### config.mk
export PLATFORM = sky130hd
export DESIGN_NAME = scancode_set1_key_decoder_unit
export DESIGN_NICKNAME = d
export VERILOG_FILES = /design/src/rtl/core/scs1kd_pkg.sv /design/src/rtl/core/scs1kd_decode.sv /design/src/rtl/core/scancode_set1_key_decoder_unit.sv
export SDC_FILE = /design/constraint.sdc
export NUM_CORES = 1
export LEC_CHECK = 0
export ABC_CLOCK_PERIOD_IN_PS = 15500
export BUFFER_PORTS_ARGS = -buffer_cell sky130_fd_sc_hd__clkbuf_2
export CORE_AREA = 5 5 240 242
export DETAILED_ROUTE_END_ITERATION = 6
export DIE_AREA = 0 0 245 247
export PLACE_DENSITY = 0.73
export SLEW_MARGIN = 20
export SYNTH_ARGS = -nofsm -noshare
export SYNTH_HDL_FRONTEND = slang
export SYNTH_HIERARCHICAL = 1
export SYNTH_SLANG_ARGS = --single-unit
### constraint.sdc
create_clock -name clk -period 15.5 [get_ports clk]
set_input_delay 0 -clock clk [delete_from_list [all_inputs] [get_ports clk]]
set_output_delay 0 -clock clk [all_outputs]
set_load 0.01 [all_outputs]
### src/rtl/core/scs1kd_pkg.sv
`timescale 1ns / 1ps

package scs1kd_pkg;

	// Key buffer geometry: a ring that keeps FIFO_DEPTH-1 entries
	localparam int FIFO_DEPTH = 64;
	localparam int PTR_W      = (FIFO_DEPTH > 1) ? $clog2(FIFO_DEPTH) : 1;

	// Translation tables cover key numbers 0 .. TABLE_LEN-1
	localparam int TABLE_LEN = 88;
	localparam int KEY_W     = 7;

	// Command codes
	localparam logic OP_SCAN = 1'b0;
	localparam logic OP_POP  = 1'b1;

	// Scancode bytes and key numbers
	localparam logic [7:0]       SC_PREFIX     = 8'hE0;
	localparam logic [KEY_W-1:0] KEY_SHIFT_L   = 7'h2A;
	localparam logic [KEY_W-1:0] KEY_SHIFT_R   = 7'h36;
	localparam logic [KEY_W-1:0] KEY_CTRL      = 7'h1D;
	localparam logic [KEY_W-1:0] KEY_ALT       = 7'h38;
	localparam logic [KEY_W-1:0] KEY_CAPS      = 7'h3A;
	localparam logic [KEY_W-1:0] KEY_NUM       = 7'h45;
	localparam logic [KEY_W-1:0] KEY_SCROLL    = 7'h46;
	localparam logic [KEY_W-1:0] KEY_F1        = 7'h3B;
	localparam logic [KEY_W-1:0] KEY_F10       = 7'h44;
	localparam logic [KEY_W-1:0] KEY_F11       = 7'h57;
	localparam logic [KEY_W-1:0] KEY_F12       = 7'h58;
	localparam logic [KEY_W-1:0] KEY_UP        = 7'h48;
	localparam logic [KEY_W-1:0] KEY_ARROW_DN  = 7'h50;
	localparam logic [KEY_W-1:0] KEY_ARROW_LT  = 7'h4B;
	localparam logic [KEY_W-1:0] KEY_ARROW_RT  = 7'h4D;
	localparam logic [KEY_W-1:0] KEY_PGUP      = 7'h49;
	localparam logic [KEY_W-1:0] KEY_PGDN      = 7'h51;
	localparam logic [KEY_W-1:0] KEY_LINE_HOME = 7'h47;
	localparam logic [KEY_W-1:0] KEY_END       = 7'h4F;
	localparam logic [KEY_W-1:0] KEY_INS       = 7'h52;
	localparam logic [KEY_W-1:0] KEY_DEL       = 7'h53;

	// Special key numbers
	localparam logic [7:0] SP_UP    = 8'd0;
	localparam logic [7:0] SP_DOWN  = 8'd1;
	localparam logic [7:0] SP_LEFT  = 8'd2;
	localparam logic [7:0] SP_RIGHT = 8'd3;
	localparam logic [7:0] SP_PGUP  = 8'd4;
	localparam logic [7:0] SP_PGDN  = 8'd5;
	localparam logic [7:0] SP_HOME  = 8'd6;
	localparam logic [7:0] SP_END   = 8'd7;
	localparam logic [7:0] SP_INS   = 8'd8;
	localparam logic [7:0] SP_DEL   = 8'd9;
	localparam logic [7:0] SP_F1    = 8'd10;
	localparam logic [7:0] SP_F11   = 8'd20;
	localparam logic [7:0] SP_F12   = 8'd21;

	// Modifier bit positions
	localparam int MOD_SHIFT_L = 0;
	localparam int MOD_SHIFT_R = 1;
	localparam int MOD_CTRL_L  = 2;
	localparam int MOD_CTRL_R  = 3;
	localparam int MOD_ALT_L   = 4;
	localparam int MOD_ALT_R   = 5;
	localparam int MOD_CAPS    = 6;
	localparam int MOD_NUM     = 7;
	localparam int MOD_SCROLL  = 8;

	typedef struct packed {
		logic       opcode;
		logic [7:0] scan_byte;
	} cmd_t;

	typedef struct packed {
		logic       read_valid;
		logic       is_special;
		logic [7:0] key_code;
		logic [8:0] modifier_bits;
		logic       buffer_nonempty;
		logic       dropped;
	} res_t;

	typedef struct packed {
		logic       special;
		logic [7:0] code;
	} entry_t;

	// Decoder verdict for one scancode byte
	typedef struct packed {
		logic       push;
		entry_t     entry;
		logic [8:0] mods;
		logic       prefix;
	} dec_t;

	localparam logic [7:0] PLAIN_MAP [TABLE_LEN] = '{
		8'h00, 8'h1B, 8'h31, 8'h32, 8'h33, 8'h34, 8'h35, 8'h36,
		8'h37, 8'h38, 8'h39, 8'h30, 8'h2D, 8'h3D, 8'h08, 8'h09,
		8'h71, 8'h77, 8'h65, 8'h72, 8'h74, 8'h79, 8'h75, 8'h69,
		8'h6F, 8'h70, 8'h5B, 8'h5D, 8'h0A, 8'h00,
		8'h61, 8'h73, 8'h64, 8'h66, 8'h67, 8'h68, 8'h6A, 8'h6B,
		8'h6C, 8'h3B, 8'h27, 8'h60, 8'h00, 8'h5C,
		8'h7A, 8'h78, 8'h63, 8'h76, 8'h62, 8'h6E, 8'h6D, 8'h2C,
		8'h2E, 8'h2F, 8'h00, 8'h2A, 8'h00, 8'h20,
		8'h00, 8'h00, 8'h00, 8'h00, 8'h00, 8'h00, 8'h00, 8'h00,
		8'h00, 8'h00, 8'h00, 8'h00, 8'h00,
		8'h37, 8'h38, 8'h39, 8'h2D, 8'h34, 8'h35, 8'h36, 8'h2B,
		8'h31, 8'h32, 8'h33, 8'h30, 8'h2E,
		8'h00, 8'h00, 8'h00, 8'h00
	};

	localparam logic [7:0] SHIFT_MAP [TABLE_LEN] = '{
		8'h00, 8'h1B, 8'h21, 8'h40, 8'h23, 8'h24, 8'h25, 8'h5E,
		8'h26, 8'h2A, 8'h28, 8'h29, 8'h5F, 8'h2B, 8'h08, 8'h09,
		8'h51, 8'h57, 8'h45, 8'h52, 8'h54, 8'h59, 8'h55, 8'h49,
		8'h4F, 8'h50, 8'h7B, 8'h7D, 8'h0A, 8'h00,
		8'h41, 8'h53, 8'h44, 8'h46, 8'h47, 8'h48, 8'h4A, 8'h4B,
		8'h4C, 8'h3A, 8'h22, 8'h7E, 8'h00, 8'h7C,
		8'h5A, 8'h58, 8'h43, 8'h56, 8'h42, 8'h4E, 8'h4D, 8'h3C,
		8'h3E, 8'h3F, 8'h00, 8'h2A, 8'h00, 8'h20,
		8'h00, 8'h00, 8'h00, 8'h00, 8'h00, 8'h00, 8'h00, 8'h00,
		8'h00, 8'h00, 8'h00, 8'h00, 8'h00,
		8'h37, 8'h38, 8'h39, 8'h2D, 8'h34, 8'h35, 8'h36, 8'h2B,
		8'h31, 8'h32, 8'h33, 8'h30, 8'h2E,
		8'h00, 8'h00, 8'h00, 8'h00
	};

	// Advance a ring pointer, wrapping at FIFO_DEPTH
	function automatic logic [PTR_W-1:0] ptr_inc(input logic [PTR_W-1:0] p);
		logic [PTR_W-1:0] r;
		if (p == PTR_W'(FIFO_DEPTH - 1)) begin
			r = '0;
		end else begin
			r = p + 1'b1;
		end
		return r;
	endfunction

endpackage

### src/rtl/core/scs1kd_decode.sv
`timescale 1ns / 1ps

module scs1kd_decode
	import scs1kd_pkg::*;
(
	input  logic [7:0] scan_byte,
	input  logic [8:0] mods,
	input  logic       prefix,
	output dec_t       dec
);

	logic             rel;
	logic [KEY_W-1:0] key;
	logic [KEY_W-1:0] tab_idx;
	logic             shift_on;
	logic             ctrl_on;
	logic [7:0]       ch_raw;
	logic [7:0]       ch_case;
	logic [7:0]       ch;
	logic             nav_hit;
	logic [7:0]       nav_code;

	assign rel = scan_byte[7];
	assign key = scan_byte[6:0];

	// Look up the character for the current shift, caps lock and ctrl state
	always_comb begin
		shift_on = mods[MOD_SHIFT_L] | mods[MOD_SHIFT_R];
		ctrl_on  = mods[MOD_CTRL_L] | mods[MOD_CTRL_R];
		tab_idx  = (key < KEY_W'(TABLE_LEN)) ? key : '0;
		ch_raw   = shift_on ? SHIFT_MAP[tab_idx] : PLAIN_MAP[tab_idx];
		ch_case  = ch_raw;
		if (!shift_on && mods[MOD_CAPS] && ch_raw >= 8'h61 && ch_raw <= 8'h7A) begin
			ch_case = ch_raw - 8'd32;
		end
		ch = ch_case;
		if (ctrl_on && ((ch_case >= 8'h61 && ch_case <= 8'h7A) ||
				(ch_case >= 8'h41 && ch_case <= 8'h5A))) begin
			ch = {3'b000, ch_case[4:0]};
		end
	end

	// Map prefixed navigation keys
	always_comb begin
		nav_hit  = 1'b1;
		nav_code = SP_UP;
		case (key)
			KEY_UP:        nav_code = SP_UP;
			KEY_ARROW_DN:  nav_code = SP_DOWN;
			KEY_ARROW_LT:  nav_code = SP_LEFT;
			KEY_ARROW_RT:  nav_code = SP_RIGHT;
			KEY_PGUP:      nav_code = SP_PGUP;
			KEY_PGDN:      nav_code = SP_PGDN;
			KEY_LINE_HOME: nav_code = SP_HOME;
			KEY_END:       nav_code = SP_END;
			KEY_INS:       nav_code = SP_INS;
			KEY_DEL:       nav_code = SP_DEL;
			default:       nav_hit  = 1'b0;
		endcase
	end

	// Track prefix and modifiers, pick the entry to buffer
	always_comb begin
		dec.push          = 1'b0;
		dec.entry.special = 1'b0;
		dec.entry.code    = '0;
		dec.mods          = mods;
		dec.prefix        = prefix;
		if (scan_byte == SC_PREFIX) begin
			dec.prefix = 1'b1;
		end else if (prefix) begin
			dec.prefix = 1'b0;
			if (key == KEY_CTRL) begin
				dec.mods[MOD_CTRL_R] = !rel;
			end else if (key == KEY_ALT) begin
				dec.mods[MOD_ALT_R] = !rel;
			end else if (nav_hit && !rel) begin
				dec.push          = 1'b1;
				dec.entry.special = 1'b1;
				dec.entry.code    = nav_code;
			end
		end else begin
			case (key)
				KEY_SHIFT_L: dec.mods[MOD_SHIFT_L] = !rel;
				KEY_SHIFT_R: dec.mods[MOD_SHIFT_R] = !rel;
				KEY_CTRL:    dec.mods[MOD_CTRL_L]  = !rel;
				KEY_ALT:     dec.mods[MOD_ALT_L]   = !rel;
				KEY_CAPS:    dec.mods[MOD_CAPS]    = mods[MOD_CAPS] ^ !rel;
				KEY_NUM:     dec.mods[MOD_NUM]     = mods[MOD_NUM] ^ !rel;
				KEY_SCROLL:  dec.mods[MOD_SCROLL]  = mods[MOD_SCROLL] ^ !rel;
				default: begin
					if (!rel) begin
						if (key >= KEY_F1 && key <= KEY_F10) begin
							dec.push          = 1'b1;
							dec.entry.special = 1'b1;
							dec.entry.code    = SP_F1 + {1'b0, key - KEY_F1};
						end else if (key == KEY_F11) begin
							dec.push          = 1'b1;
							dec.entry.special = 1'b1;
							dec.entry.code    = SP_F11;
						end else if (key == KEY_F12) begin
							dec.push          = 1'b1;
							dec.entry.special = 1'b1;
							dec.entry.code    = SP_F12;
						end else if (key < KEY_W'(TABLE_LEN) && ch != 8'h00) begin
							dec.push       = 1'b1;
							dec.entry.code = ch;
						end
					end
				end
			endcase
		end
	end

endmodule

### src/rtl/core/scancode_set1_key_decoder_unit.sv
`timescale 1ns / 1ps

// Scancode set 1 key decoder with a buffered key queue.
//
// Command channel (cmd_valid / cmd_stall / cmd): each beat either carries
// one raw scancode byte (opcode scan) or asks to pop one buffered key
// (opcode pop). Result channel (res_valid / res_stall / res): every command
// beat yields exactly one result beat, in order.
//
// The result beat is registered: a command beat passes through the command
// register and then the result register, and a stall on the result side can
// hold it between them. Throughput is one beat per cycle while res_stall is
// low; decode, table lookup and the queue access all sit in the single stage
// between those two registers, and the queue memory has one write and one
// registered read port.
//
// The queue keeps FIFO_DEPTH-1 keys; a key produced while it is full is lost
// and flagged in the dropped field. Reset clears modifiers, the prefix flag
// and the queue pointers; the queue memory itself is not cleared.
// While res_stall is high a waiting result holds; one more command beat is
// taken into the command register, then cmd_stall rises.
module scancode_set1_key_decoder_unit
	import scs1kd_pkg::*;
(
	input  logic clk,
	input  logic arst_n,
	input  logic cmd_valid,
	output logic cmd_stall,
	input  cmd_t cmd,
	output logic res_valid,
	input  logic res_stall,
	output res_t res
);

	logic             cmd_valid_s1;
	cmd_t             cmd_s1;
	logic             res_valid_q;
	logic             pop_ok_q;
	logic [8:0]       mods_out_q;
	logic             nonempty_q;
	logic             dropped_q;
	entry_t           rdata_q;
	logic [8:0]       mods_q;
	logic             prefix_q;
	logic [PTR_W-1:0] rd_ptr_q;
	logic [PTR_W-1:0] wr_ptr_q;
	entry_t           mem_q [FIFO_DEPTH];

	dec_t             dec;
	logic             out_load;
	logic             is_pop;
	logic             nonempty;
	logic             full;
	logic             pop_ok;
	logic             push_req;
	logic             push_ok;
	logic [PTR_W-1:0] rd_ptr_n;
	logic [PTR_W-1:0] wr_ptr_n;
	logic [8:0]       mods_n;

	scs1kd_decode u_decode (
		.scan_byte (cmd_s1.scan_byte),
		.mods      (mods_q),
		.prefix    (prefix_q),
		.dec       (dec)
	);

	// Move the command stage forward when the result register frees up
	assign out_load  = cmd_valid_s1 && (!res_valid_q || !res_stall);
	assign cmd_stall = cmd_valid_s1 && !out_load;

	// Resolve queue access for the item in the command stage
	always_comb begin
		is_pop   = (cmd_s1.opcode == OP_POP);
		nonempty = (rd_ptr_q != wr_ptr_q);
		full     = (ptr_inc(wr_ptr_q) == rd_ptr_q);
		pop_ok   = is_pop && nonempty;
		push_req = !is_pop && dec.push;
		push_ok  = push_req && !full;
		rd_ptr_n = pop_ok ? ptr_inc(rd_ptr_q) : rd_ptr_q;
		wr_ptr_n = push_ok ? ptr_inc(wr_ptr_q) : wr_ptr_q;
		mods_n   = is_pop ? mods_q : dec.mods;
	end

	// Capture the command beat
	always_ff @(posedge clk or negedge arst_n) begin
		if (!arst_n) begin
			cmd_valid_s1 <= 1'b0;
		end else if (cmd_valid && !cmd_stall) begin
			cmd_valid_s1 <= 1'b1;
		end else if (out_load) begin
			cmd_valid_s1 <= 1'b0;
		end
	end

	always_ff @(posedge clk) begin
		if (cmd_valid && !cmd_stall) begin
			cmd_s1 <= cmd;
		end
	end

	// Update keyboard state and queue pointers
	always_ff @(posedge clk or negedge arst_n) begin
		if (!arst_n) begin
			mods_q   <= '0;
			prefix_q <= 1'b0;
			rd_ptr_q <= '0;
			wr_ptr_q <= '0;
		end else if (out_load) begin
			mods_q   <= mods_n;
			rd_ptr_q <= rd_ptr_n;
			wr_ptr_q <= wr_ptr_n;
			if (!is_pop) begin
				prefix_q <= dec.prefix;
			end
		end
	end

	// Queue memory: one write port, one registered read port
	always_ff @(posedge clk) begin
		if (out_load && push_ok) begin
			mem_q[wr_ptr_q] <= dec.entry;
		end
		if (out_load && pop_ok) begin
			rdata_q <= mem_q[rd_ptr_q];
		end
	end

	// Hold the result beat until taken
	always_ff @(posedge clk or negedge arst_n) begin
		if (!arst_n) begin
			res_valid_q <= 1'b0;
		end else if (out_load) begin
			res_valid_q <= 1'b1;
		end else if (!res_stall) begin
			res_valid_q <= 1'b0;
		end
	end

	always_ff @(posedge clk) begin
		if (out_load) begin
			pop_ok_q   <= pop_ok;
			mods_out_q <= mods_n;
			nonempty_q <= (rd_ptr_n != wr_ptr_n);
			dropped_q  <= push_req && full;
		end
	end

	assign res_valid           = res_valid_q;
	assign res.read_valid      = pop_ok_q;
	assign res.is_special      = pop_ok_q & rdata_q.special;
	assign res.key_code        = pop_ok_q ? rdata_q.code : 8'h00;
	assign res.modifier_bits   = mods_out_q;
	assign res.buffer_nonempty = nonempty_q;
	assign res.dropped         = dropped_q;

	// A stall only comes from an occupied command stage
	a_stall_needs_item: assert property (@(posedge clk) disable iff (!arst_n)
		cmd_stall |-> cmd_valid_s1)
		else $error("command stall without a held item");

	// A stored key advances the write pointer
	a_push_moves_wr: assert property (@(posedge clk) disable iff (!arst_n)
		out_load && push_ok |=> wr_ptr_q != $past(wr_ptr_q))
		else $error("write pointer did not advance on push");

	// A full queue is never written past
	a_full_holds_wr: assert property (@(posedge clk) disable iff (!arst_n)
		out_load && push_req && full |=> wr_ptr_q == $past(wr_ptr_q))
		else $error("write pointer moved while queue full");

	// A pop result never reports a lost key
	a_pop_not_dropped: assert property (@(posedge clk) disable iff (!arst_n)
		res_valid_q && pop_ok_q |-> !dropped_q)
		else $error("pop result flagged as dropped");

endmodule

==> reports/results.md, run 1 <==
- 100,000 um — wire length of the first global-routing pass
- 0.933 — Routability Congestion
- 3 — clock buffer depth
- 0 — number of hold violations in the final report
- flop — element type at the critical path end
- 0.000136 V — maximum vdd ir drop
- 0 — Resized cells post-CTS
- 42.3% — Reg power frac
- 8040 um2 — Multi-input gate area
- 44.0% — final critical-path share of the clock period
- 245 um — Die X-Extent
- 0 ps — Post-Route Setup TNS
- 11.5% — post-synthesis to final-layout area growth
- 1,607 — count of nets after finishing
- 606 — count of flip-flops with a built-in enable after synthesis
- 3.81% — proportion of synthesized flip-flops having asynchronous set or reset
- 1,899 — initial DRC count
- 14.9k — number of global-route vias before repair
- flop — startpoint types
- 1,573 — Syn Nets
- 15,720 ps — required time of the critical path
- 27,300 um2 — Netlist Area Pre-Place
- 68.9% — portion of the post-synthesis area used by sequential elements
- 4,050 — Filler cells
- 0.147 GHz — Max Freq
- 1,540 — Post-Synthesis Cells
- 52 — top fanout value on the critical path
- 0 — # Post-CTS Setup Buffers
- false — RSZ-0062 raised after global routing
- 6 — warning count from the yosys run
- 60,500 um2 — Die Outline Area
- 0 — final slew viol count
- 66,400 um — Routed WL
- 0 — antenna fix cells
- 7 — 1st-pass router iterations
- 6.49 — via-per-instance ratio
- complete, but fails checks — outcome
- 20 — depth of the worst register-to-register path
- 35 — count of buffers from port buffering
- 0 — total global routing overflow
- 86 — cell row count
- 0 — final setup fails
- 32.8% — clock share of power
- 36 — number of ports placed on the die boundary
- 610 ps — source-to-sink clock delay at the later pin of the worst-skew pair
- 66 — Num CTS Buffers
- 23.6% — fraction of layout cells with a size suffix above 1
- 32.0% — max_slew headroom
- 49.7% — starting utilization of the core area
- 29.0% — switching part of the total power
- 7040 ps — signal arrival time at the worst endpoint
- 1 — remaining routing DRC violations
- 1.39 mW — reported net switching power
- 630 — total clock sinks
- 39,700 um — detailed placer's ending HPWL
- 17.7 um2 — synthesized area per cell
- 3 — H-tree depth
- design-rule violations — failing checks
- sky130_fd_sc_hd__clkbuf_16 — Root Buffer Master
- 0 — number of maximum-capacitance constraint violations
- 158 nW/um2 — power density over the cells
- 2 — worst hold stages
- 141 ps — tightest hold margin
- 630 — synthesized flop and latch total
- 24.9% — combinational fraction of design power
- 6820 ps — crit path time final
- 60 ps — clock slew at reported path FFs
- sky130_fd_sc_hd__edfxtp_1 — most common flop cell mapped by yosys
- 1020 ps — Slew @ Worst Pin
- built — TritonCTS clock tree
- 3.41 mW — internal power contribution
- 87 — count of different cell masters after synthesis
- 9.96 nW — Leak Pwr
- 66 — maximum number of pins on one net before global-route repair
- flop to flop — Crit Path Class
- 54,900 um2 — area of the core
- 35.1 ps — post-route clock skew
- 0 — antenna-violating nets left
- 15.1k — detailed-route via count
- 18,800 um2 — flip-flop and latch area
- input pin to flop — classification of the worst-slack hold path
- 28.5 um — DR WL/cell
- 22.2% — GRT Total Usage
- 2 — number of antenna violations at the first check in global routing
- 247 um — Die Y
## sequential cells by signal (all words and copies together) (netlist names)
| name | count |
|---|---|
| cmd_valid_s1 | 1 |
| mods_q | 9 |
| wr_ptr_q | 6 |
| rd_ptr_q | 6 |
| prefix_q | 1 |
| pop_ok_q | 1 |
| dropped_q | 1 |
| is_pop | 1 |
| mods_out_q | 9 |
| rdata_q | 9 |
| nonempty_q | 1 |
| cmd_s1 | 8 |
| mem_q | 576 |
| res_valid | 1 |
## worst max-delay path, cell delays in order (launching register included)
cell	delay (ps)
sky130_fd_sc_hd__edfxtp_1	350
sky130_fd_sc_hd__buf_4	300
sky130_fd_sc_hd__a21o_1	280
sky130_fd_sc_hd__nand2_1	280
sky130_fd_sc_hd__nand2_1	210
sky130_fd_sc_hd__inv_1	220
sky130_fd_sc_hd__ha_1	320
sky130_fd_sc_hd__inv_1	70
sky130_fd_sc_hd__a221oi_1	500
sky130_fd_sc_hd__o21ai_0	190
sky130_fd_sc_hd__a221oi_1	390
sky130_fd_sc_hd__a2111oi_1	190
sky130_fd_sc_hd__nand3_1	190
sky130_fd_sc_hd__nor2_1	80
sky130_fd_sc_hd__a311oi_1	360
sky130_fd_sc_hd__or2_1	170
sky130_fd_sc_hd__nand2b_1	110
sky130_fd_sc_hd__a21oi_4	260
sky130_fd_sc_hd__and2_1	400
sky130_fd_sc_hd__nand3_1	690
sky130_fd_sc_hd__nor2_1	880
## synth_stat cells (7+ instances only)
cell type                  count  area [um2]
sky130_fd_sc_hd__a211oi_1      9        67.6
sky130_fd_sc_hd__mux4_2      189        4260
sky130_fd_sc_hd__nor2b_1       8        50.1
sky130_fd_sc_hd__ha_1         20         250
sky130_fd_sc_hd__nand4_1      10        62.6
sky130_fd_sc_hd__and2_1       15        93.8
sky130_fd_sc_hd__o22ai_1       8        50.1
sky130_fd_sc_hd__and3_1        8        50.1
sky130_fd_sc_hd__nor2_1      104         390
sky130_fd_sc_hd__edfxtp_1    606       18200
sky130_fd_sc_hd__nand2_1      87         327
sky130_fd_sc_hd__clkbuf_1     54         203
sky130_fd_sc_hd__mux2_2       12         135
sky130_fd_sc_hd__nand3_1      22         110
sky130_fd_sc_hd__nor3_1       13        65.1
sky130_fd_sc_hd__a221oi_1      7        61.3
sky130_fd_sc_hd__buf_1        10        37.5
sky130_fd_sc_hd__xnor2_1      24         210
sky130_fd_sc_hd__o21a_1        7        52.6
sky130_fd_sc_hd__o21ai_0      46         230
sky130_fd_sc_hd__nand2b_1     12        75.1
sky130_fd_sc_hd__mux2i_1       7        70.1
sky130_fd_sc_hd__buf_2        31         155
sky130_fd_sc_hd__or3_1         9        56.3
sky130_fd_sc_hd__a21oi_1      47         235
sky130_fd_sc_hd__a31oi_1       7        43.8
sky130_fd_sc_hd__a21o_1        7        52.6
sky130_fd_sc_hd__dfrtp_1      24         601
sky130_fd_sc_hd__inv_1        19        71.3
sky130_fd_sc_hd__buf_4        10        75.1
## area by class of cell
type                            count  share of cell area, %
Multi-Input combinational cell    784                   26.4
Clock inverter                     29                   1.26
Clock buffer                       88                   5.77
Timing Repair Buffer               71                   1.64
Tap cell                          704                   2.89
Sequential cell                   630                   61.8
Inverter                           21                  0.259
## placed cells by master, fill, tap and decap left out, types with 8 or more instances in the layout
| cell type | n |
|---|---|
| sky130_fd_sc_hd__dfrtp_1 | 20 |
| sky130_fd_sc_hd__clkbuf_2 | 35 |
| sky130_fd_sc_hd__clkbuf_1 | 21 |
| sky130_fd_sc_hd__clkbuf_16 | 67 |
| sky130_fd_sc_hd__nor2_1 | 101 |
| sky130_fd_sc_hd__mux2_2 | 12 |
| sky130_fd_sc_hd__nand3_1 | 22 |
| sky130_fd_sc_hd__mux4_2 | 189 |
| sky130_fd_sc_hd__clkinv_1 | 9 |
| sky130_fd_sc_hd__nand2_1 | 87 |
| sky130_fd_sc_hd__nor3_1 | 12 |
| sky130_fd_sc_hd__buf_4 | 19 |
| sky130_fd_sc_hd__or3_1 | 9 |
| sky130_fd_sc_hd__o21ai_0 | 46 |
| sky130_fd_sc_hd__dlygate4sd3_1 | 14 |
| sky130_fd_sc_hd__o22ai_1 | 8 |
| sky130_fd_sc_hd__inv_1 | 19 |
| sky130_fd_sc_hd__and3_1 | 8 |
| sky130_fd_sc_hd__a21oi_1 | 46 |
| sky130_fd_sc_hd__xnor2_1 | 24 |
| sky130_fd_sc_hd__and2_1 | 15 |
| sky130_fd_sc_hd__nand4_1 | 10 |
| sky130_fd_sc_hd__nand2b_1 | 12 |
| sky130_fd_sc_hd__nor2b_1 | 8 |
| sky130_fd_sc_hd__ha_1 | 20 |
| sky130_fd_sc_hd__edfxtp_1 | 606 |
## layer usage
layer | part of all wire, % | track usage (%) | vias to the layer above | wire [um]
li1 | - | - | 6305 | -
met1 | 41 | 33.0 | 7808 | 27300
met2 | 47 | 34.4 | 859 | 31400
met3 | 9.2 | 4.12 | 121 | 6100
met4 | 2.4 | 5.87 | 2 | 1620
met5 | 0.020 | 0 | - | 13
## kinds of logic (layout without fill, tap and decap cells)
| logic type | count (synthesis) | after routing | share of synthesized area, % |
|---|---|---|---|
| multiplexers | 208 | 208 | 16.3 |
| adder cells (fa/ha/maj) | 20 | 20 | 0.917 |
| AND/OR/NAND/NOR | 325 | 325 | 5.84 |
| flip-flops | 630 | 630 | 68.9 |
| AO/OA/AOI/OAI | 203 | 203 | 5.11 |
| buffers and inverters | 126 | 209 | 2.01 |
| XOR/XNOR | 28 | 28 | 0.926 |
## final timing paths
kind	slack [ps]	to	start
worst min register to register	510	res_valid	cmd_valid_s1
worst min-delay path	140	cmd_s1[7]	cmd[7]
worst max register to register	8680	mem_q[17][2]	cmd_s1[3]
max in group asynchronous	14850	rd_ptr_q[0]	arst_n
worst max-delay path	8680	mem_q[17][2]	cmd_s1[3]
min in group asynchronous	480	wr_ptr_q[0]	arst_n
## stage by stage
stage | instance area, um2 | std cells | total power, mW | worst slack, ps | utilization (%)
2_1_floorplan | 27300 | 1540 | 2.89 | 8020 | -
3_3_place_gp | 28100 | 2195 | 3.24 | 9080 | 51.3
3_5_place_dp | 28100 | 2195 | 3.25 | 8850 | 51.3
4_1_cts | 30400 | 2327 | 4.83 | 8870 | 55.5
5_1_grt | 30400 | 2327 | 4.97 | 8290 | 55.5
6_report | 30400 | 2327 | 4.80 | 8680 | 55.5
## power by group through the flow
| stage | clock (mW) | sequential (mW) | combinational, mW |
|---|---|---|---|
| 6_report | 1.57 | 2.03 | 1.19 |
| 4_1_cts | 1.60 | 2.03 | 1.20 |
| 3_3_place_gp | 0 | 2.06 | 1.17 |
| 2_1_floorplan | 0 | 1.98 | 0.910 |
| 3_5_place_dp | 0 | 2.06 | 1.18 |
| 5_1_grt | 1.68 | 2.04 | 1.26 |
## timing repair
action,4_1_cts,5_1_grt
setup endpoints to repair,0,0
hold buffers,15,0
hold endpoints to repair,35,0
Note: power is estimated with default switching activity, not from simulation.
==> run 2, diff against run 1 <==
ABC_CLOCK_PERIOD_IN_PS = 6200   (was 15500)
PLACE_DENSITY = 0.76   (was 0.73)
clock period = 6.2 ns   (was 15.5 ns; I/O delays follow)
==> run 2 against run 1 <==
  * The flow now finishes without violations
  * First-iteration DRC count up 13%
  * Setup slack worse by 8200 ps
  * Routed wire length about the same
  * Sequential share of layout area down 0.81 points
  * Clock-buffer cell count down 11
  * Non-clock buffer count up 65
  * Sequential power up 150%
  * Largest power group unchanged
==> reports/results.md, run 2 (synthesis gave the netlist of run 1 again) <==
- complete, no violations — outcome, was complete, but fails checks
- 91 — maximum number of pins on one net before global-route repair, was 66
- 3.43 mW — reported net switching power, was 1.39 mW
- 29.3% — switching part of the total power, was 29.0%
- sky130_fd_sc_hd__edfxtp_1 — most common library cell in the layout ignoring fill and taps, unchanged
- 60 ps — clock slew at reported path FFs, about the same
- 86 — cell row count, unchanged
- cmd_s1[4] — Critical path origin, was cmd_s1[3]
- cmd_s1[4] — startpoint of the most critical register-to-register path, was cmd_s1[3]
- 15.4k — detailed-route via count, was 15.1k
- 54.6 ps — post-route clock skew, was 35.1 ps
- mem_q[11][4] — critical path endpoint, was mem_q[17][2]
- 2 — H-tree depth, was 3
- 0 ps — Post-Route Setup TNS, unchanged
- 0.000281 V — maximum vdd ir drop, was 0.000136 V
- 606 x sky130_fd_sc_hd__edfxtp_1, 189 x sky130_fd_sc_hd__mux4_2, 100 x sky130_fd_sc_hd__nor2_1 — highest-count cells in the layout ignoring fill and taps, was 606 x sky130_fd_sc_hd__edfxtp_1, 189 x sky130_fd_sc_hd__mux4_2, 101 x sky130_fd_sc_hd__nor2_1
- 3 — clock buffer depth, unchanged
- 5750 ps — crit path time final, was 6820 ps
- 27.7 um — DR WL/cell, was 28.5 um
- 0.958 — Routability Congestion, was 0.933
- 49.7% — starting utilization of the core area, unchanged
- mem_q — register ranked first by flip-flop count, unchanged
- 20 — instance count on the critical path, unchanged
- false — RSZ-0062 raised after global routing, unchanged
- 0 — # Post-CTS Setup Buffers, unchanged
- 36 — number of ports placed on the die boundary, unchanged
- flop — element type at the critical path end, unchanged
- 6460 ps — required time of the critical path, was 15,720 ps
- 0 — antenna-violating nets left, unchanged
- 840 ps — CP peak stage delay, was 880 ps
- 30.8% — clock share of power, was 32.8%
- 0 — total global routing overflow, unchanged
- 0 — number of maximum-capacitance constraint violations, unchanged
- 245 um — Die X-Extent, unchanged
- 0 — Resized cells post-CTS, unchanged
- 26.6% — fraction of layout cells with a size suffix above 1, was 23.6%
- 60,500 um2 — Die Outline Area, unchanged
- 0.174 GHz — Max Freq, was 0.147 GHz
- 247 um — Die Y, unchanged
- 13.0% — post-synthesis to final-layout area growth, was 11.5%
- 380 nW/um2 — power density over the cells, was 158 nW/um2
- 8.30 mW — internal power contribution, was 3.41 mW
- mem_q[11][4] — endpoint of the worst register-to-register path, was mem_q[17][2]
- 0 — remaining routing DRC violations, was 1
- 576 — max FFs per register, unchanged
- 20 — depth of the worst register-to-register path, unchanged
- input pin to flop — classification of the worst-slack hold path, unchanged
- 2,137 — initial DRC count, was 1,899
- 40,200 um — detailed placer's ending HPWL, was 39,700 um
- 6.43 — via-per-instance ratio, was 6.49
- 66,400 um — Routed WL, about the same
- sky130_fd_sc_hd__clkbuf_16 — Root Buffer Master, unchanged
- 99,500 um — wire length of the first global-routing pass, was 100,000 um
- 61 — Num CTS Buffers, was 66
- 42.9% — Reg power frac, was 42.3%
- 0 — final slew viol count, unchanged
- 6010 ps — signal arrival time at the worst endpoint, was 7040 ps
- 5 — number of antenna violations at the first check in global routing, was 2
- 630 — total clock sinks, unchanged
- flop — startpoint types, unchanged
- 9 — top fanout value on the critical path, was 52
- 5 — 1st-pass router iterations, was 7
- 660 ps — source-to-sink clock delay at the later pin of the worst-skew pair, was 610 ps
- 1110 ps — Slew @ Worst Pin, was 1020 ps
- 54,900 um2 — area of the core, unchanged
- 26.3% — combinational fraction of design power, was 24.9%
- 25.7% — max_slew headroom, was 32.0%
- 15.3k — number of global-route vias before repair, was 14.9k
- 0 — number of hold violations in the final report, unchanged
- 450 ps — setup slack of the worst register-to-register path, was 8680 ps
- 10.2 nW — Leak Pwr, was 9.96 nW
- 11.7 mW — total chip power, was 4.80 mW
- 3 — worst path bufs/invs, unchanged
- 0 — final setup fails, unchanged
- built — TritonCTS clock tree, unchanged
- simple AND/OR/NAND/NOR gates — kind of cell adding the most delay to the critical path, unchanged
- sky130_fd_sc_hd__nor2_1 — cell at the slowest stage of the critical path, unchanged
- 3,986 — Filler cells, was 4,050
- 15 — quantity of hold-fixing buffers added after cts, unchanged
- 1,667 — count of nets after finishing, was 1,607
- 21.9% — GRT Total Usage, was 22.2%
- flop to flop — Crit Path Class, unchanged
- a21o_1 > nand2_1 > nand2_1 > inv_1 > ha_1 > inv_1 > a221oi_1 > o21ai_0 > a221oi_1 > a2111oi_1 > nand3_1 > nor2_1 > a311oi_1 > or2_1 > nand2b_1 > a21oi_4 > nand2_2 > or3_1 > buf_4 > nor2_1 — cells traversed along the worst timing path, was buf_4 > a21o_1 > nand2_1 > nand2_1 > inv_1 > ha_1 > inv_1 > a221oi_1 > o21ai_0 > a221oi_1 > a2111oi_1 > nand3_1 > nor2_1 > a311oi_1 > or2_1 > nand2b_1 > a21oi_4 > and2_1 > nand3_1 > nor2_1
- 92.7% — final critical-path share of the clock period, was 44.0%
- 35 — count of buffers from port buffering, unchanged
run 2: worst min path at each step:
stage	start	endpoint	slack [ps]	cells past startpoint
detailed placement	arst_n	mods_q[1]	50	1
CTS	cmd[8]	is_pop	50	2
floorplan	arst_n	cmd_valid_s1	-300	0
global route	cmd[8]	is_pop	50	2
global placement	arst_n	mods_q[4]	60	1
finish	cmd[8]	is_pop	70	2
run 2: per-stage QoR:
step / hold slack [ps] / instances / util [%] / setup WS (ps) / cell area (um2)
2_1_floorplan: -296 / 1540 / - / 81.2 / 27300
3_3_place_gp: 57.6 / 2260 / 52.3 / 562 / 28700
3_5_place_dp: 51.8 / 2260 / 52.3 / 482 / 28700
4_1_cts: 45.3 / 2390 / 56.2 / 483 / 30800
5_1_grt: 48.9 / 2390 / 56.2 / 17.4 / 30800
6_report: 69.6 / 2392 / 56.2 / 454 / 30900
run 2: cell type report:
cell class,instances,area (um2),share of cell area (%)
Antenna cell,2,5.00,0.0162
Clock buffer,77,1610,5.21
Clock inverter,38,375,1.22
Inverter,21,78.8,0.256
Multi-Input combinational cell,784,8050,26.1
Sequential cell,630,18800,61.0
Tap cell,704,881,2.86
Timing Repair Buffer,136,1040,3.38
run 2: metal layers:
layer / share of wire (%) / track usage [%]
met5: 0.020 / 0
met4: 2.2 / 5.48
met3: 9.4 / 5.49
met2: 50 / 35.9
met1: 38 / 29.9
run 2: power groups by stage:
stage	Clock, mW	Sequential, mW	Combinational [mW]
6_report	3.61	5.04	3.08
3_3_place_gp	0	5.12	3.01
5_1_grt	3.88	5.06	3.25
4_1_cts	3.67	5.04	3.07
3_5_place_dp	0	5.13	3.04
2_1_floorplan	0	4.96	2.28
